`src/design/lde_pkg.sv`:
```
// Shared types and constants of the LEDBAT delay estimator.
package lde_pkg;

    localparam int DATA_W      = 16;
    localparam int NOW_W       = 32;
    localparam int NOISE_LEN_W = 4;
    localparam int HIST_LEN_W  = 5;
    localparam int ROLL_W      = 16;
    localparam int CFG_IDX_W   = 2;
    localparam int CFG_DATA_W  = 16;
    localparam int QUEUE_DEPTH = 2;

    localparam logic [DATA_W-1:0] RTT_CAP    = 16'hFFFE;
    localparam logic [DATA_W-1:0] EMPTY_MARK = 16'hFFFF;

    localparam logic [NOISE_LEN_W-1:0] NOISE_LEN_RST = 4'd4;
    localparam logic [HIST_LEN_W-1:0]  HIST_LEN_RST  = 5'd10;
    localparam logic [ROLL_W-1:0]      ROLL_SEC_RST  = 16'd60;

    localparam logic [CFG_IDX_W-1:0] CFG_NOISE_LEN = 2'd0;
    localparam logic [CFG_IDX_W-1:0] CFG_HIST_LEN  = 2'd1;
    localparam logic [CFG_IDX_W-1:0] CFG_ROLL_SEC  = 2'd2;

    // What a request does to one min-tracking store.
    typedef enum logic [1:0] {
        HOP_NONE,
        HOP_PUSH,
        HOP_LOWER
    } t_hop;

    typedef struct packed {
        logic [DATA_W-1:0] rtt;
        logic              rtt_valid;
        t_hop              hop;
        logic              delay_valid;
    } t_item;

    typedef struct packed {
        logic [DATA_W-1:0] cur_dly;
        logic [DATA_W-1:0] base_dly;
        logic [DATA_W-1:0] queue_dly;
        logic              delay_valid;
    } t_result;

    typedef struct packed {
        logic              start;
        t_hop              op;
        logic [DATA_W-1:0] value;
    } t_mq_cmd;

    typedef struct packed {
        logic              busy;
        logic [DATA_W-1:0] min_value;
    } t_mq_stat;

endpackage

```
`src/design/lde_ram.sv`:
```
// Generic single-write, single-read RAM with registered read data.
module lde_ram #(
    parameter int WIDTH = 16,
    parameter int DEPTH = 8
) (
    input  logic                     i_clk,
    input  logic                     i_wr_en,
    input  logic [$clog2(DEPTH)-1:0] i_wr_addr,
    input  logic [WIDTH-1:0]         i_wr_data,
    input  logic                     i_rd_en,
    input  logic [$clog2(DEPTH)-1:0] i_rd_addr,
    output logic [WIDTH-1:0]         o_rd_data
);

    logic [WIDTH-1:0] r_mem [DEPTH];

    always_ff @(posedge i_clk) begin
        if (i_wr_en) begin
            r_mem[i_wr_addr] <= i_wr_data;
        end
        if (i_rd_en) begin
            o_rd_data <= r_mem[i_rd_addr];
        end
    end

endmodule

```
`src/design/lde_fifo.sv`:
```
// Small register queue used between the front and back and on the result side.
module lde_fifo #(
    parameter int WIDTH = 8,
    parameter int DEPTH = 2
) (
    input  logic             i_clk,
    input  logic             i_rst_n,
    input  logic             i_push,
    input  logic [WIDTH-1:0] i_data,
    output logic             o_full,
    input  logic             i_pop,
    output logic [WIDTH-1:0] o_data,
    output logic             o_empty
);

    localparam int AW = $clog2(DEPTH);
    localparam int CW = $clog2(DEPTH + 1);

    logic [WIDTH-1:0] r_mem [DEPTH];
    logic [AW-1:0]    r_wr_ptr;
    logic [AW-1:0]    r_rd_ptr;
    logic [CW-1:0]    r_count;
    logic             do_push;
    logic             do_pop;

    assign o_full  = (r_count == CW'(DEPTH));
    assign o_empty = (r_count == '0);
    assign o_data  = r_mem[r_rd_ptr];
    assign do_push = i_push && !o_full;
    assign do_pop  = i_pop && !o_empty;

    always_ff @(posedge i_clk) begin
        if (!i_rst_n) begin
            r_wr_ptr <= '0;
            r_rd_ptr <= '0;
            r_count  <= '0;
        end else begin
            if (do_push) begin
                r_wr_ptr <= (r_wr_ptr == AW'(DEPTH - 1)) ? '0 : r_wr_ptr + AW'(1);
            end
            if (do_pop) begin
                r_rd_ptr <= (r_rd_ptr == AW'(DEPTH - 1)) ? '0 : r_rd_ptr + AW'(1);
            end
            if (do_push && !do_pop) begin
                r_count <= r_count + CW'(1);
            end else if (do_pop && !do_push) begin
                r_count <= r_count - CW'(1);
            end
        end
    end

    always_ff @(posedge i_clk) begin
        if (do_push) begin
            r_mem[r_wr_ptr] <= i_data;
        end
    end

endmodule

```
`src/design/lde_front.sv`:
```
// Front end: saturates the sample and decides how the base history is updated.
module lde_front (
    input  logic                             i_clk,
    input  logic                             i_rst_n,
    input  logic                             i_accept,
    input  logic [lde_pkg::DATA_W-1:0]       i_rtt_ms,
    input  logic                             i_rtt_valid,
    input  logic [lde_pkg::NOW_W-1:0]        i_now_seconds,
    input  logic                             i_timestamps_present,
    input  logic [lde_pkg::ROLL_W-1:0]       i_roll_sec,
    output lde_pkg::t_item                   o_item
);

    logic                        r_hist_seen;
    logic [lde_pkg::NOW_W-1:0]   r_last_roll;
    logic [lde_pkg::NOW_W-1:0]   elapsed;
    logic                        roll_due;
    logic [lde_pkg::DATA_W-1:0]  rtt_sat;

    assign rtt_sat  = (i_rtt_ms > lde_pkg::RTT_CAP) ? lde_pkg::RTT_CAP : i_rtt_ms;
    // Elapsed time wraps modulo 2^32, so time going backwards normally rolls over.
    assign elapsed  = i_now_seconds - r_last_roll;
    assign roll_due = (elapsed > lde_pkg::NOW_W'(i_roll_sec));

    always_comb begin
        o_item.rtt         = rtt_sat;
        o_item.rtt_valid   = i_rtt_valid;
        o_item.delay_valid = i_timestamps_present;
        if (!i_rtt_valid) begin
            o_item.hop = lde_pkg::HOP_NONE;
        end else if (!r_hist_seen || roll_due) begin
            o_item.hop = lde_pkg::HOP_PUSH;
        end else begin
            o_item.hop = lde_pkg::HOP_LOWER;
        end
    end

    always_ff @(posedge i_clk) begin
        if (!i_rst_n) begin
            r_hist_seen <= 1'b0;
            r_last_roll <= '0;
        end else if (i_accept && i_rtt_valid) begin
            // The very first history entry leaves the rollover time alone.
            if (!r_hist_seen) begin
                r_hist_seen <= 1'b1;
            end else if (roll_due) begin
                r_last_roll <= i_now_seconds;
            end
        end
    end

endmodule

```
`src/design/lde_minq.sv`:
```
// Min-tracking circular store: append with eviction, lowering of the newest
// entry, and a rescan of the kept entries after each eviction.
module lde_minq #(
    parameter int DEPTH = 8,
    parameter int CFG_W = 4
) (
    input  logic              i_clk,
    input  logic              i_rst_n,
    input  logic [CFG_W-1:0]  i_len_cfg,
    input  lde_pkg::t_mq_cmd  i_cmd,
    output lde_pkg::t_mq_stat o_stat
);

    localparam int AW = $clog2(DEPTH);
    localparam int CW = $clog2(DEPTH + 1);

    typedef enum logic {
        S_IDLE,
        S_SCAN
    } t_state;

    t_state                      r_state, n_state;
    logic [AW-1:0]               r_head, n_head;
    logic [CW-1:0]               r_count, n_count;
    logic [lde_pkg::DATA_W-1:0]  r_min, n_min;
    logic [lde_pkg::DATA_W-1:0]  r_last, n_last;
    logic [AW-1:0]               r_rd_ptr, n_rd_ptr;
    logic [CW-1:0]               r_left, n_left;
    logic                        r_rd_vld, n_rd_vld;

    logic [31:0]                 len_ext;
    logic [CW-1:0]               len_eff;
    logic [CW:0]                 tail_sum;
    logic [CW:0]                 last_sum;
    logic [AW-1:0]               tail_addr;
    logic [AW-1:0]               last_addr;
    logic [AW-1:0]               head_inc;
    logic [AW-1:0]               rd_inc;
    logic [CW-1:0]               count_inc;

    logic                        wr_en;
    logic [AW-1:0]               wr_addr;
    logic                        rd_en;
    logic [lde_pkg::DATA_W-1:0]  rd_data;

    assign len_ext = 32'(i_len_cfg);

    always_comb begin
        if (len_ext < 32'd2) begin
            len_eff = CW'(2);
        end else if (len_ext > 32'(DEPTH)) begin
            len_eff = CW'(DEPTH);
        end else begin
            len_eff = CW'(len_ext);
        end
    end

    assign tail_sum  = (CW+1)'(r_head) + (CW+1)'(r_count);
    assign last_sum  = (CW+1)'(r_head) + (CW+1)'(r_count - CW'(1));
    assign tail_addr = (tail_sum >= (CW+1)'(DEPTH)) ? AW'(tail_sum - (CW+1)'(DEPTH))
                                                     : AW'(tail_sum);
    assign last_addr = (last_sum >= (CW+1)'(DEPTH)) ? AW'(last_sum - (CW+1)'(DEPTH))
                                                     : AW'(last_sum);
    assign head_inc  = (r_head == AW'(DEPTH - 1)) ? '0 : r_head + AW'(1);
    assign rd_inc    = (r_rd_ptr == AW'(DEPTH - 1)) ? '0 : r_rd_ptr + AW'(1);
    assign count_inc = r_count + CW'(1);

    always_comb begin
        n_state  = r_state;
        n_head   = r_head;
        n_count  = r_count;
        n_min    = r_min;
        n_last   = r_last;
        n_rd_ptr = r_rd_ptr;
        n_left   = r_left;
        n_rd_vld = 1'b0;
        wr_en    = 1'b0;
        wr_addr  = tail_addr;
        rd_en    = 1'b0;

        unique case (r_state)
            S_IDLE: begin
                if (i_cmd.start) begin
                    unique case (i_cmd.op)
                        lde_pkg::HOP_PUSH: begin
                            wr_en  = 1'b1;
                            n_last = i_cmd.value;
                            if (r_count == '0) begin
                                n_count = CW'(1);
                                n_min   = i_cmd.value;
                            end else if (count_inc >= len_eff) begin
                                // Oldest entry drops out; the count stays and the
                                // older kept entries are rescanned against the new one.
                                n_head   = head_inc;
                                n_min    = i_cmd.value;
                                n_rd_ptr = head_inc;
                                n_left   = r_count - CW'(1);
                                n_state  = S_SCAN;
                            end else begin
                                n_count = count_inc;
                                if (i_cmd.value < r_min) begin
                                    n_min = i_cmd.value;
                                end
                            end
                        end
                        lde_pkg::HOP_LOWER: begin
                            if (i_cmd.value < r_last) begin
                                wr_en   = 1'b1;
                                wr_addr = last_addr;
                                n_last  = i_cmd.value;
                                if (i_cmd.value < r_min) begin
                                    n_min = i_cmd.value;
                                end
                            end
                        end
                        default: begin
                        end
                    endcase
                end
            end
            S_SCAN: begin
                if (r_left != '0) begin
                    rd_en    = 1'b1;
                    n_rd_ptr = rd_inc;
                    n_left   = r_left - CW'(1);
                    n_rd_vld = 1'b1;
                end
                if (r_rd_vld && (rd_data < r_min)) begin
                    n_min = rd_data;
                end
                if ((r_left == '0) && !r_rd_vld) begin
                    n_state = S_IDLE;
                end
            end
            default: begin
                n_state = S_IDLE;
            end
        endcase
    end

    always_ff @(posedge i_clk) begin
        if (!i_rst_n) begin
            r_state  <= S_IDLE;
            r_head   <= '0;
            r_count  <= '0;
            r_rd_ptr <= '0;
            r_left   <= '0;
            r_rd_vld <= 1'b0;
        end else begin
            r_state  <= n_state;
            r_head   <= n_head;
            r_count  <= n_count;
            r_rd_ptr <= n_rd_ptr;
            r_left   <= n_left;
            r_rd_vld <= n_rd_vld;
        end
        r_min  <= n_min;
        r_last <= n_last;
    end

    lde_ram #(
        .WIDTH (lde_pkg::DATA_W),
        .DEPTH (DEPTH)
    ) u_ram (
        .i_clk     (i_clk),
        .i_wr_en   (wr_en),
        .i_wr_addr (wr_addr),
        .i_wr_data (i_cmd.value),
        .i_rd_en   (rd_en),
        .i_rd_addr (r_rd_ptr),
        .o_rd_data (rd_data)
    );

    assign o_stat.busy      = (r_state != S_IDLE);
    assign o_stat.min_value = (r_count == '0) ? lde_pkg::EMPTY_MARK : r_min;

endmodule

```
`src/design/lde_back.sv`:
```
// Back end: applies one request to the noise window and base history, then
// forms the result.
module lde_back #(
    parameter int MAX_NOISE_LEN   = 8,
    parameter int MAX_HISTORY_LEN = 16
) (
    input  logic                              i_clk,
    input  logic                              i_rst_n,
    input  logic [lde_pkg::NOISE_LEN_W-1:0]   i_noise_len,
    input  logic [lde_pkg::HIST_LEN_W-1:0]    i_hist_len,
    input  lde_pkg::t_item                    i_item,
    input  logic                              i_item_empty,
    output logic                              o_item_pop,
    input  logic                              i_res_full,
    output logic                              o_res_push,
    output lde_pkg::t_result                  o_res
);

    typedef enum logic {
        B_IDLE,
        B_WAIT
    } t_state;

    t_state                      r_state;
    logic                        r_delay_valid;
    lde_pkg::t_mq_cmd            noise_cmd;
    lde_pkg::t_mq_cmd            hist_cmd;
    lde_pkg::t_mq_stat           noise_stat;
    lde_pkg::t_mq_stat           hist_stat;
    logic [lde_pkg::DATA_W-1:0]  cur;
    logic [lde_pkg::DATA_W-1:0]  base;

    assign o_item_pop = (r_state == B_IDLE) && !i_item_empty;

    always_comb begin
        noise_cmd.start = o_item_pop;
        noise_cmd.op    = i_item.rtt_valid ? lde_pkg::HOP_PUSH : lde_pkg::HOP_NONE;
        noise_cmd.value = i_item.rtt;
        hist_cmd.start  = o_item_pop;
        hist_cmd.op     = i_item.hop;
        hist_cmd.value  = i_item.rtt;
    end

    lde_minq #(
        .DEPTH (MAX_NOISE_LEN),
        .CFG_W (lde_pkg::NOISE_LEN_W)
    ) u_noise (
        .i_clk     (i_clk),
        .i_rst_n   (i_rst_n),
        .i_len_cfg (i_noise_len),
        .i_cmd     (noise_cmd),
        .o_stat    (noise_stat)
    );

    lde_minq #(
        .DEPTH (MAX_HISTORY_LEN),
        .CFG_W (lde_pkg::HIST_LEN_W)
    ) u_hist (
        .i_clk     (i_clk),
        .i_rst_n   (i_rst_n),
        .i_len_cfg (i_hist_len),
        .i_cmd     (hist_cmd),
        .o_stat    (hist_stat)
    );

    assign cur  = noise_stat.min_value;
    assign base = hist_stat.min_value;

    assign o_res_push = (r_state == B_WAIT) && !noise_stat.busy && !hist_stat.busy
                        && !i_res_full;

    always_comb begin
        o_res.cur_dly     = cur;
        o_res.base_dly    = base;
        o_res.queue_dly   = (cur > base) ? (cur - base) : (base - cur);
        o_res.delay_valid = r_delay_valid;
    end

    always_ff @(posedge i_clk) begin
        if (!i_rst_n) begin
            r_state <= B_IDLE;
        end else begin
            unique case (r_state)
                B_IDLE: begin
                    if (o_item_pop) begin
                        r_state <= B_WAIT;
                    end
                end
                B_WAIT: begin
                    if (o_res_push) begin
                        r_state <= B_IDLE;
                    end
                end
                default: begin
                    r_state <= B_IDLE;
                end
            endcase
        end
        if (o_item_pop) begin
            r_delay_valid <= i_item.delay_valid;
        end
    end

endmodule

```
`src/design/ledbat_delay_estimator_unit.sv`:
```
// Top level of the LEDBAT current-delay and base-delay minimum filter.
// Each accepted request gives exactly one result, in order. Requests are queued, and
// the back end applies each one to both stores and pushes its result into the result
// queue once neither store is busy and that queue has room; it takes a new request
// only after pushing the result of the last one. When the noise window or base
// history evicts its oldest entry, its other kept entries are rescanned one memory
// read per cycle before the result is pushed. Two requests and two results can be
// buffered, so requests are taken while a finished result waits to be popped.
// Configuration writes are always accepted; the rollover time applies to requests
// accepted after the write, and the store lengths apply to every request that the
// back end takes after it, also to requests that were already queued.
module ledbat_delay_estimator_unit #(
    parameter int MAX_NOISE_LEN   = 8,
    parameter int MAX_HISTORY_LEN = 16
) (
    input  logic                              i_clk,
    input  logic                              i_rst_n,
    input  logic                              push,
    output logic                              full,
    input  logic [lde_pkg::DATA_W-1:0]        i_rtt_ms,
    input  logic                              i_rtt_valid,
    input  logic [lde_pkg::NOW_W-1:0]         i_now_seconds,
    input  logic                              i_timestamps_present,
    output logic                              empty,
    input  logic                              pop,
    output logic [lde_pkg::DATA_W-1:0]        o_cur_dly,
    output logic [lde_pkg::DATA_W-1:0]        o_base_dly,
    output logic [lde_pkg::DATA_W-1:0]        o_queue_dly,
    output logic                              o_delay_valid,
    input  logic                              i_cfg_valid,
    output logic                              o_cfg_ready,
    input  logic [lde_pkg::CFG_IDX_W-1:0]     i_cfg_index,
    input  logic [lde_pkg::CFG_DATA_W-1:0]    i_cfg_data
);

    localparam int ITEM_W = $bits(lde_pkg::t_item);
    localparam int RES_W  = $bits(lde_pkg::t_result);

    logic [lde_pkg::NOISE_LEN_W-1:0] r_noise_len;
    logic [lde_pkg::HIST_LEN_W-1:0]  r_hist_len;
    logic [lde_pkg::ROLL_W-1:0]      r_roll_sec;

    logic                  in_accept;
    lde_pkg::t_item        front_item;
    logic [ITEM_W-1:0]     mid_data;
    lde_pkg::t_item        back_item;
    logic                  mid_empty;
    logic                  mid_pop;
    logic                  res_full;
    logic                  res_push;
    lde_pkg::t_result      back_res;
    logic [RES_W-1:0]      res_data;
    lde_pkg::t_result      out_res;

    assign o_cfg_ready = 1'b1;

    always_ff @(posedge i_clk) begin
        if (!i_rst_n) begin
            r_noise_len <= lde_pkg::NOISE_LEN_RST;
            r_hist_len  <= lde_pkg::HIST_LEN_RST;
            r_roll_sec  <= lde_pkg::ROLL_SEC_RST;
        end else if (i_cfg_valid && o_cfg_ready) begin
            unique case (i_cfg_index)
                lde_pkg::CFG_NOISE_LEN: r_noise_len <= i_cfg_data[lde_pkg::NOISE_LEN_W-1:0];
                lde_pkg::CFG_HIST_LEN:  r_hist_len  <= i_cfg_data[lde_pkg::HIST_LEN_W-1:0];
                lde_pkg::CFG_ROLL_SEC:  r_roll_sec  <= i_cfg_data[lde_pkg::ROLL_W-1:0];
                default: begin
                end
            endcase
        end
    end

    assign in_accept = push && !full;

    lde_front u_front (
        .i_clk                (i_clk),
        .i_rst_n              (i_rst_n),
        .i_accept             (in_accept),
        .i_rtt_ms             (i_rtt_ms),
        .i_rtt_valid          (i_rtt_valid),
        .i_now_seconds        (i_now_seconds),
        .i_timestamps_present (i_timestamps_present),
        .i_roll_sec           (r_roll_sec),
        .o_item               (front_item)
    );

    lde_fifo #(
        .WIDTH (ITEM_W),
        .DEPTH (lde_pkg::QUEUE_DEPTH)
    ) u_mid_q (
        .i_clk   (i_clk),
        .i_rst_n (i_rst_n),
        .i_push  (in_accept),
        .i_data  (front_item),
        .o_full  (full),
        .i_pop   (mid_pop),
        .o_data  (mid_data),
        .o_empty (mid_empty)
    );

    assign back_item = lde_pkg::t_item'(mid_data);

    lde_back #(
        .MAX_NOISE_LEN   (MAX_NOISE_LEN),
        .MAX_HISTORY_LEN (MAX_HISTORY_LEN)
    ) u_back (
        .i_clk        (i_clk),
        .i_rst_n      (i_rst_n),
        .i_noise_len  (r_noise_len),
        .i_hist_len   (r_hist_len),
        .i_item       (back_item),
        .i_item_empty (mid_empty),
        .o_item_pop   (mid_pop),
        .i_res_full   (res_full),
        .o_res_push   (res_push),
        .o_res        (back_res)
    );

    lde_fifo #(
        .WIDTH (RES_W),
        .DEPTH (lde_pkg::QUEUE_DEPTH)
    ) u_res_q (
        .i_clk   (i_clk),
        .i_rst_n (i_rst_n),
        .i_push  (res_push),
        .i_data  (back_res),
        .o_full  (res_full),
        .i_pop   (pop),
        .o_data  (res_data),
        .o_empty (empty)
    );

    assign out_res       = lde_pkg::t_result'(res_data);
    assign o_cur_dly     = out_res.cur_dly;
    assign o_base_dly    = out_res.base_dly;
    assign o_queue_dly   = out_res.queue_dly;
    assign o_delay_valid = out_res.delay_valid;

endmodule

```
`config.mk`:
```
export PLATFORM = sky130hd
export DESIGN_NAME = ledbat_delay_estimator_unit
export DESIGN_NICKNAME = d
export VERILOG_FILES = /design/src/design/lde_pkg.sv /design/src/design/lde_ram.sv /design/src/design/lde_fifo.sv /design/src/design/lde_front.sv /design/src/design/lde_minq.sv /design/src/design/lde_back.sv /design/src/design/ledbat_delay_estimator_unit.sv
export SDC_FILE = /design/constraint.sdc
export NUM_CORES = 1
export LEC_CHECK = 0
export BUFFER_PORTS_ARGS = -buffer_cell sky130_fd_sc_hd__buf_2
export CELL_PAD_IN_SITES_DETAIL_PLACEMENT = 0
export CELL_PAD_IN_SITES_GLOBAL_PLACEMENT = 1
export CORE_AREA = 10 10 264 266
export CTS_BUF_LIST = sky130_fd_sc_hd__clkbuf_4
export CTS_CLUSTER_DIAMETER = 60
export DETAILED_ROUTE_END_ITERATION = 6
export DIE_AREA = 0 0 274 276
export GPL_TIMING_DRIVEN = 0
export PLACE_DENSITY_LB_ADDON = 0.25
export RECOVER_POWER = 25
export SLEW_MARGIN = 20
export SYNTH_ARGS = -nofsm -noshare
export SYNTH_HDL_FRONTEND = slang
export SYNTH_SLANG_ARGS = --single-unit
```
`constraint.sdc`:
```
create_clock -name i_clk -period 5.65 [get_ports i_clk]
set_input_delay 1.13 -clock i_clk [delete_from_list [all_inputs] [get_ports i_clk]]
set_output_delay 1.13 -clock i_clk [all_outputs]
set_load 0.02 [all_outputs]
```
==> key figures, run 1 <==
Finish
  • Post-layout nets: 3113
  • Area Overhead vs Synth: 12.4%
  • Area of the multi-input gates: 13200 µm²
  • Final Core Density: 60.5%
  • Number of fill cells: 5057
  • Ratio of cells with drive above 1 in the final layout: 23.5%
  • Register area: 20200 µm²

GRT
  • Gr usage total: 22.1%
  • Initial antenna violation count: 2
  • Vias in the first global route: 22388
  • First-pass GRT wire length: 129 mm
  • Gr ovfl total: 0
  • Largest net degree at the start of global routing: 50

Power
  • Static leakage: 14.5 nW
  • Sequential cell fraction of total power: 42.9%
  • Combinational group share of total power: 31.1%
  • Clock network fraction of design power: 26.0%
  • Int Pwr: 10.7 mW
  • Power, Total: 16.2 mW
  • Switching power: 5.47 mW
  • Net Sw Frac: 33.8%
  • VDD IR max: 0.271 mV
  • Power Dens Cells: 418 nW/µm²

Logic synthesis
  • Synthesis Warnings: 0
  • Post-Syn Instances: 2526
  • Area contributors post-synth: edfxtp_1 53%, mux4_2 7.3%, ha_1 6.7%, dfxtp_1 6.1%, mux2_2 3.3%
  • Synth cell count leaders: 603 x edfxtp_1, 209 x nand2_1, 186 x ha_1
  • Largest family of logic cells by synthesized area: multiplexers
  • Post-Synth Simple-Gate Area: 7.87%
  • Post-synthesis average cell area: 13.7 µm²
  • Post-synth net total: 2791
  • #FFs+latches synth: 708
  • Post-synthesis mux area share: 13.3%
  • Area of the mapped netlist: 34500 µm²
  • Synth top area share: 52.5%
  • Post-Synth XOR/XNOR Area: 1.60%
  • Part of the Yosys area used for sequential elements: 58.6%
  • Count of cell types in the netlist: 84
  • Asr flop ratio synth: 0%
  • Dominant synthesized flop cell: edfxtp_1
  • Adder-cell share of the synthesized area: 7.10%
  • Synth area leader: edfxtp_1
  • Compound-Gate Fraction of Synth Area: 8.00%
  • Most common cell in the netlist: edfxtp_1
  • Number of flops mapped to enable cells by yosys: 603

Floorplanning
  • Initial Utilization: 53.8%
  • Die width: 274 µm
  • Die Ht: 276 µm
  • I/O pin count: 125
  • Core area: 64100 µm²
  • Std cell rows: 93
  • Die area: 75600 µm²

Clocking
  • Clock transition at path regs: 0.06 ns
  • CTS tree: done
  • Clock Path Buffers: 3
  • H-tree depth: 4
  • Latest clock arrival within the worst-skew pair: 1.07 ns
  • Num CTS Buffers: 177
  • Setup bufs post-CTS: 0
  • Clock Sinks: 708
  • Clk root buf: clkbuf_4

Critical path
  • CP startpoint kind: flop
  • CP dominant cell by count: a21o_1
  • WS Path Type: reg2reg
  • Crit end category: flop
  • Flop2flop setup slack: 0.14 ns
  • CP peak stage delay: 0.87 ns
  • Data required time of the worst path: 6.31 ns
  • Worst-path maximum fanout: 30
  • Worst R2R End: u_back.u_hist.u_ram.r_mem[1][0]
  • Worst r2r path cells: 12
  • Cell breakdown of the critical path: clkbuf_1 -> buf_1 -> mux2_2 -> ha_1 -> a21o_1 -> a21o_1 -> a21oi_1 -> o211ai_1 -> a311oi_1 -> nor2_1 -> mux2i_1 -> nor2_2
  • Slowest CP cell: nor2_2
  • Arr. time, crit path: 6.17 ns

Routing
  • Detailed Route Iter0 Violations: 1432
  • Drt total wl: 83.7 mm
  • Antenna Nets Post-Route: 0
  • Routed length per instance: 21.7 µm
  • Vias/cell: 5.70
  • Via count: 21912
  • Drt drc: 0
  • First-pass iteration count of the detailed router: 5

STA
  • Fin crit share: 97.5%
  • Post-Route Setup TNS: 0 ns
  • Fin. Hold Viols: 0
  • Final min period: 5.51 ns
  • Clock Skews: 0.0564 ns
  • Slew HR: 22.8%
  • F_max: 182 MHz
  • Measured slew at the worst slew-check pin: 1.15 ns
  • Setup-failing EPs final: 0
  • Fin worst setup slack: 0.141 ns
  • Hold_ws: 0.295 ns
  • Pins over their slew limit: 0
  • RSZ-0062 raised after global routing: true

Min path
  • WHS Endpoint: u_mid_q.r_mem[1][0]
  • Hold Crit Class: in2reg
  • Start point of the worst hold path: i_timestamps_present
  • WHS Path Cells: 1

Placement
  • Post-place setup slack: -0.285 ns
  • IO Port Bufs: 122
  • RD Place Congestion: 0.860
  • DPL Wire Length: 58.9 mm

Outcome
  • Outcome: finished, final reports clean

Run
  • Max cap viols: 0
==> layout by cell type (no fill, tap or decap), drive strengths merged, types with 39 or more instances in the layout <==
master  count
a21o       43
a21oi     104
and3       39
buf       161
clkbuf    350
clkinv     63
dfxtp     105
edfxtp    603
ha        186
inv       170
mux2      102
mux2i      93
mux4      112
nand2     209
nor2      115
o21ai      77
xnor2      42
==> power by group through the flow <==
stage	Combinational (mW)	Clock, mW	Sequential [mW]
final	5.04	4.21	6.95
after CTS	5.08	4.31	6.95
after global placement	4.87	0	7.06
after detailed placement	5.06	0	7.06
after global routing	5.57	4.60	6.99
after floorplan	3.50	0	6.98
==> state kept, by name (all words and copies together), names as in the netlist, 3 cells and up, named ones only <==
| register | flops |
|---|---|
| u_back.u_hist.u_ram.r_mem | 256 |
| u_back.u_noise.u_ram.r_mem | 128 |
| u_res_q.r_mem | 98 |
| u_mid_q.r_mem | 40 |
| u_front.r_last_roll | 32 |
| r_roll_sec | 16 |
| u_back.u_hist.r_last | 16 |
| u_back.u_hist.r_min | 16 |
| u_back.u_hist.u_ram.o_rd_data | 16 |
| u_back.u_noise.r_min | 16 |
| u_back.u_noise.u_ram.o_rd_data | 16 |
| r_hist_len | 5 |
| u_back.u_hist.r_count | 5 |
| u_back.u_hist.r_left | 5 |
| r_noise_len | 4 |
| u_back.u_hist.r_head | 4 |
| u_back.u_hist.r_rd_ptr | 4 |
| u_back.u_noise.r_count | 4 |
| u_back.u_noise.r_left | 4 |
| u_back.u_noise.r_head | 3 |
| u_back.u_noise.r_rd_ptr | 3 |
==> critical path, delay by kind of cell, from the launching register on <==
family          cells  cell delay [ns]
simple gates        2             1.59
mux                 2             1.21
buf+inv             2             0.99
compound gates      5             0.54
fa+ha+maj           1             0.45
flops               1             0.35
==> worst max path at each step <==
stage | end | cells after the start | from | slack, ns
6_report | u_back.u_hist.u_ram.r_mem[1][0] | 12 | flop | 0.14
5_1_grt | u_back.u_hist.u_ram.r_mem[1][11] | 12 | flop | -0.25
3_5_place_dp | u_mid_q.r_mem[0][1] | 20 | i_now_seconds[0] | -0.29
3_3_place_gp | u_back.u_hist.r_min[8] | 12 | flop | -0.22
2_1_floorplan | u_front.r_last_roll[0] | 20 | i_now_seconds[0] | 0.76
4_1_cts | u_back.u_hist.u_ram.r_mem[1][11] | 12 | flop | 0.11
==> per-stage QoR <==
step	instance area [µm²]	cells
2_1_floorplan	34500	2526
3_5_place_dp	36500	3524
6_report	38800	3847
5_1_grt	38800	3847
3_3_place_gp	36200	3503
4_1_cts	38800	3842
==> metal layers <==
| metal | track usage [%] | part of all wire [%] | vias up |
|---|---|---|---|
| met3 | 4.12 | 4.8 | 157 |
| met2 | 36.1 | 49 | 644 |
| met4 | 9.32 | 3.3 | 0 |
| met5 | 0 | 0 | - |
| li1 | - | - | 10275 |
| met1 | 28.4 | 43 | 10836 |
==> final cells by class <==
class,instances,area share (%)
multi-input combinational,1529,34.1
timing repair buffer,143,2.17
buffer,126,1.52
antenna,5,0.0323
inverter,163,1.58
tap,855,2.76
sequential,708,52.1
clock inverter,71,0.968
clock buffer,247,4.78
==> timing repair <==
item / 4_1_cts / 5_1_grt
setup endpoints to repair: 0 / 172
gates resized for setup: 0 / 10
hold buffers: 0 / 0
==> kinds of logic (layout without fill, tap and decap cells) <==
kind of cell | after synthesis | in the layout
AO/OA/AOI/OAI | 408 | 408
XOR/XNOR | 63 | 63
adder cells (fa/ha/maj) | 192 | 192
buffers and inverters | 289 | 750
flip-flops | 708 | 708
multiplexers | 307 | 307
other | 1 | 6
AND/OR/NAND/NOR | 558 | 558
No activity file was read; power rests on OpenSTA's default activity.
==> inputs of run 2 (changes only) <==
--- a/config.mk
+++ b/config.mk
@@ -13,7 +13,8 @@
 export CTS_CLUSTER_DIAMETER = 60
 export DETAILED_ROUTE_END_ITERATION = 6
 export DIE_AREA = 0 0 274 276
-export GPL_TIMING_DRIVEN = 0
+export GPL_ROUTABILITY_DRIVEN = 1
+export GPL_TIMING_DRIVEN = 1
 export PLACE_DENSITY_LB_ADDON = 0.25
 export RECOVER_POWER = 25
 export SLEW_MARGIN = 20
==> run 2 against run 1 <==
  * The run now ends with max-capacitance violations, max-slew violations left
  * Via count down 1.9%
  * Die area stayed put
  * Maximum frequency grew 9.0%
==> key figures, run 2 (synthesis results as in run 1) <==
Clocking
  • Post-cts resize count: 0
  • Num CTS Buffers: 179
  • Cts hold-fix bufs: 0
  • H-tree depth: 4
  • Setup bufs post-CTS: 0
  • Clock Sinks: 708
  • Clock Path Buffers: 3
  • Clock transition at path regs: 0.07 ns
  • CTS tree: done
  • Latest clock arrival within the worst-skew pair: 1.07 ns
  • Clk root buf: clkbuf_4

Finish
  • Number of fill cells: 5062
  • Ratio of cells with drive above 1 in the final layout: 23.6%
  • Register with the most flip-flops: u_back.u_hist.u_ram.r_mem
  • Final instance area: 38400 µm²
  • Most common cell after layout, fill and taps aside: edfxtp_1
  • Most frequent cells in the layout: 603 x edfxtp_1, 259 x clkbuf_4, 209 x nand2_1, 186 x ha_1, 162 x inv_1
  • Biggest regs: u_back.u_hist.u_ram.r_mem: 256 flops, u_back.u_noise.u_ram.r_mem: 128 flops, u_res_q.r_mem: 98 flops
  • Largest register FFs: 256
  • Post-layout nets: 3023
  • Area Overhead vs Synth: 11.3%

Critical path
  • CP startpoint kind: flop
  • Buf/Inv on CP: 3
  • WS Path Type: reg2reg
  • Worst-path maximum fanout: 29
  • Crit end category: flop
  • CP peak stage delay: 1.26 ns
  • Top delay family on crit path: buffers and inverters
  • Arr. time, crit path: 5.78 ns
  • Data required time of the worst path: 6.38 ns
  • Slowest CP cell: clkbuf_1
  • Cell breakdown of the critical path: clkbuf_1 -> mux2_1 -> clkbuf_1 -> ha_1 -> o21ai_0 -> a21o_1 -> a21oi_1 -> o32ai_2 -> buf_4 -> mux2i_1 -> o21ai_0

Routing
  • Drt drc: 0
  • Vias/cell: 5.72
  • Routed length per instance: 21.4 µm
  • Antenna Nets Post-Route: 0
  • First-pass iteration count of the detailed router: 5
  • Detailed Route Iter0 Violations: 1575
  • Drt total wl: 80.7 mm
  • Via count: 21497

STA
  • Post-Route Setup TNS: 0 ns
  • Fin. Hold Viols: 0
  • Pins over their slew limit: 192
  • F_max: 198 MHz
  • Fin crit share: 89.4%
  • RSZ-0062 raised after global routing: false
  • Slew HR: -118%
  • Hold_ws: 0.303 ns
  • Setup-failing EPs final: 0
  • Final min period: 5.05 ns
  • Clock Skews: 0.0915 ns
  • Measured slew at the worst slew-check pin: 3.28 ns
  • Fin worst setup slack: 0.598 ns

Placement
  • Post-Place Cell Area: 36100 µm²
  • DPL Wire Length: 53.0 mm
  • IO Port Bufs: 123
  • Post-place setup slack: -0.0611 ns
  • RD Place Congestion: 0.878

GRT
  • Vias in the first global route: 21848
  • Gr usage total: 21.3%
  • First-pass GRT wire length: 125 mm
  • Largest net degree at the start of global routing: 81
  • Initial antenna violation count: 2
  • Gr ovfl total: 0

Floorplanning
  • Initial Utilization: 53.8%
  • Die width: 274 µm
  • Die Ht: 276 µm
  • I/O pin count: 125
  • Die area: 75600 µm²
  • Core area: 64100 µm²
  • Std cell rows: 93

Run
  • Max cap viols: 5

Min path
  • Hold Crit Class: in2reg

Power
  • Power Dens Cells: 424 nW/µm²
  • Static leakage: 14.4 nW
  • VDD IR max: 0.250 mV

Outcome
  • Outcome: finished, violations left
  • Violated checks: max-capacitance violations, max-slew violations
## run 2: cell count changes in the layout (fill, tap and decap cells not counted), sizes merged
| cell | change |
|---|---|
| clkbuf | -66 |
| clkinv | -13 |
| buf | -9 |
| dlygate4sd1 | -3 |
| bufinv | +2 |
| clkinvlp | +2 |
| diode | +2 |
| dlygate4sd3 | -1 |
| dlymetal6s2s | -1 |
| inv | +1 |
## run 2: final timing paths
kind	start	endpoint	slack, ns	depth (start not counted)
setup / recovery	flop	u_back.u_hist.r_min[3]	0.60	11
hold / removal	i_rtt_ms[5]	u_mid_q.r_mem[0][9]	0.30	1
setup reg to reg	flop	u_back.u_hist.r_min[3]	0.60	11
hold reg to reg	u_back.r_delay_valid	u_res_q.r_mem[0][0]	0.47	0
## run 2: final cells by class
type                       count  area, µm²  share of cell area [%]
sequential                   708      20200                    52.6
multi-input combinational   1529      13200                    34.3
clock buffer                 259       1940                    5.06
tap                          855       1070                    2.79
timing repair buffer         177        987                    2.57
inverter                     163        612                    1.59
clock inverter                63        398                    1.04
antenna                        7       17.5                  0.0456
## run 2: routing by layer
metal  vias up  part of all wire (%)  global-route usage [%]
met4         0                   3.2                    9.12
met3       161                   5.3                    4.27
li1      10108                     -                       -
met5         -                     0                       0
met1     10614                    44                    27.9
met2       614                    48                    34.0
## run 2: metrics by stage
step	utilization (%)	power, mW	cells
floorplan	-	10.5	2526
global placement	56.3	11.9	3432
detailed placement	56.3	12.0	3432
CTS	59.9	16.5	3754
global route	59.9	17.3	3760
finish	59.9	16.3	3761
## run 2: power breakdown
part	total, mW	internal (mW)	switching (mW)
Clock	4.39	2.27	2.12
Combinational	4.95	1.88	3.07
Sequential	6.96	6.76	0.201
==> inputs of run 3 (changes only) <==
--- a/config.mk
+++ b/config.mk
@@ -8,11 +8,11 @@
 export BUFFER_PORTS_ARGS = -buffer_cell sky130_fd_sc_hd__buf_2
 export CELL_PAD_IN_SITES_DETAIL_PLACEMENT = 0
 export CELL_PAD_IN_SITES_GLOBAL_PLACEMENT = 1
-export CORE_AREA = 10 10 264 266
+export CORE_AREA = 10 10 335 337
 export CTS_BUF_LIST = sky130_fd_sc_hd__clkbuf_4
 export CTS_CLUSTER_DIAMETER = 60
 export DETAILED_ROUTE_END_ITERATION = 6
-export DIE_AREA = 0 0 274 276
+export DIE_AREA = 0 0 345 347
 export GPL_ROUTABILITY_DRIVEN = 1
 export GPL_TIMING_DRIVEN = 1
 export PLACE_DENSITY_LB_ADDON = 0.25
==> run 3 against run 2 <==
  * The run still ends with max-capacitance violations, max-slew violations left
  * Design area grew 2.1%
  * Worst hold slack improved by 0.029 ns
  * Utilization shrank 23 points
  * Clock-buffer cell count up 9
  * Critical path type unchanged
  * Critical endpoint is now u_back.u_hist.u_ram.r_mem[14][12]
==> key figures, run 3 (synthesis results as in run 1) <==
Outcome
  • Violated checks: max-capacitance violations, max-slew violations
  • Outcome: finished, violations left

Finish
  • Most common cell after layout, fill and taps aside: edfxtp_1
  • Finished Layout Cells: 4311
  • Ratio of cells with drive above 1 in the final layout: 24.3%
  • Most frequent cells in the layout: 603 x edfxtp_1, 268 x clkbuf_4, 209 x nand2_1, 186 x ha_1, 162 x inv_1
  • Register with the most flip-flops: u_back.u_hist.u_ram.r_mem
  • Largest register FFs: 256
  • Biggest regs: u_back.u_hist.u_ram.r_mem: 256 flops, u_back.u_noise.u_ram.r_mem: 128 flops, u_res_q.r_mem: 98 flops
  • Final Core Density: 37.3%
  • Post-layout nets: 3032
  • Area Overhead vs Synth: 13.7%

Floorplanning
  • Die Ht: 347 µm
  • Die width: 345 µm
  • Die area: 120000 µm²
  • Initial Utilization: 32.8%
  • I/O pin count: 125
  • Core area: 105000 µm²
  • Std cell rows: 119

STA
  • Final min period: 5.08 ns
  • F_max: 197 MHz
  • Slew HR: -143%
  • Pins over their slew limit: 314
  • Setup-failing EPs final: 0
  • Post-Route Setup TNS: 0 ns
  • Measured slew at the worst slew-check pin: 3.65 ns
  • Clock Skews: 0.0617 ns
  • Fin crit share: 90.0%
  • Hold_ws: 0.332 ns
  • RSZ-0062 raised after global routing: false
  • Fin. Hold Viols: 0

Clocking
  • Cts hold-fix bufs: 0
  • Clock transition at path regs: 0.06 ns
  • H-tree depth: 4
  • Num CTS Buffers: 188
  • Clk root buf: clkbuf_4
  • Setup bufs post-CTS: 0
  • Clock Sinks: 708
  • CTS tree: done
  • Clock Path Buffers: 3
  • Latest clock arrival within the worst-skew pair: 1.05 ns
  • Post-cts resize count: 0

Power
  • Combinational group share of total power: 30.2%
  • Power, Total: 16.6 mW
  • Power Dens Cells: 424 nW/µm²
  • Clock network fraction of design power: 27.9%
  • Sequential cell fraction of total power: 41.9%
  • Int Pwr: 11.1 mW
  • VDD IR max: 0.328 mV
  • Switching power: 5.52 mW
  • Static leakage: 14.4 nW
  • Net Sw Frac: 33.2%

GRT
  • First-pass GRT wire length: 135 mm
  • Initial antenna violation count: 6
  • Vias in the first global route: 22392
  • Gr usage total: 14.5%
  • Largest net degree at the start of global routing: 91
  • Gr ovfl total: 0

Critical path
  • CP peak stage delay: 1.26 ns
  • Crit end category: flop
  • Arr. time, crit path: 5.77 ns
  • Top delay family on crit path: buffers and inverters
  • Buf/Inv on CP: 2
  • CP startpoint kind: flop
  • Cell breakdown of the critical path: mux2_2 -> clkbuf_1 -> ha_1 -> nand4_1 -> o211ai_1 -> a311oi_1 -> nor2_1 -> mux2_2 -> nor2_1 -> buf_4
  • Data required time of the worst path: 6.33 ns
  • Worst-path maximum fanout: 30
  • WS Path Type: reg2reg
  • Slowest CP cell: clkbuf_1

Routing
  • Drt drc: 0
  • Vias/cell: 4.98
  • Routed length per instance: 20.4 µm
  • First-pass iteration count of the detailed router: 5
  • Antenna Nets Post-Route: 0
  • Drt total wl: 87.9 mm
  • Via count: 21479
  • Detailed Route Iter0 Violations: 1212

Placement
  • RD Place Congestion: 0.804
  • DPL Wire Length: 59.3 mm
  • Placed Cells: 3968
  • IO Port Bufs: 123

Min path
  • Hold Crit Class: in2reg

Run
  • Max cap viols: 8
run 3: changes by cell type in the layout (fill, tap and decap cells not counted), sizes merged:
cell      change
clkbuf       +13
clkinv        +6
buf           -4
bufinv        +3
diode         -3
inv           -2
clkinvlp      +1
run 3: stage by stage:
stage | instance area, µm² | setup slack (ns)
2_1_floorplan | 34500 | 0.757
3_3_place_gp | 36800 | 0.122
3_5_place_dp | 36800 | 0.0580
4_1_cts | 39300 | 0.728
5_1_grt | 39200 | 0.190
6_report | 39200 | 0.566
run 3: power groups by stage:
stage               clock, mW  sequential (mW)  combinational, mW
finish                   4.63             6.96               5.02
global route             5.08             7.01               5.60
floorplan                   0             6.98               3.50
detailed placement          0             7.07               5.11
CTS                      4.81             6.96               5.14
global placement            0             7.05               5.01
run 3: per-layer routing:
metal	share of wire, %	vias up	GRT usage, %	wire length, µm
met5	0	-	0	0
met4	3.5	0	5.99	3040
met3	4.1	173	3.03	3620
met2	48	466	24.1	42600
met1	44	10732	18.1	38700
li1	-	10108	-	-
run 3: worst paths after layout:
check / slack, ns / cells after the start / startpoint / to
worst max-delay path: 0.57 / 10 / flop / u_back.u_hist.u_ram.r_mem[14][12]
worst max register to register: 0.57 / 10 / flop / u_back.u_hist.u_ram.r_mem[14][12]
worst min register to register: 0.47 / 2 / r_roll_sec[1] / r_roll_sec[1]
worst min-delay path: 0.33 / 1 / i_rtt_ms[7] / u_mid_q.r_mem[0][11]
run 3: area by class of cell:
class	count	area [µm²]
Timing Repair Buffer	177	972
Clock buffer	268	2010
Clock inverter	71	488
Tap cell	1391	1740
Multi-Input combinational cell	1529	13200
Fill cell	10230	65900
Antenna cell	4	10.0
Sequential cell	708	20200
Inverter	163	612
run 3: worst reg2reg max path: cells and delay by family (launching register included):
| family | cells | cell delay, ns |
|---|---|---|
| DFF | 1 | 0.80 |
| muxes | 2 | 0.76 |
| buffers and inverters | 2 | 1.61 |
| adders and majority gates | 1 | 0.35 |
| AOI/OAI and AO/OA | 2 | 0.33 |
| and+or+nand+nor | 3 | 0.88 |
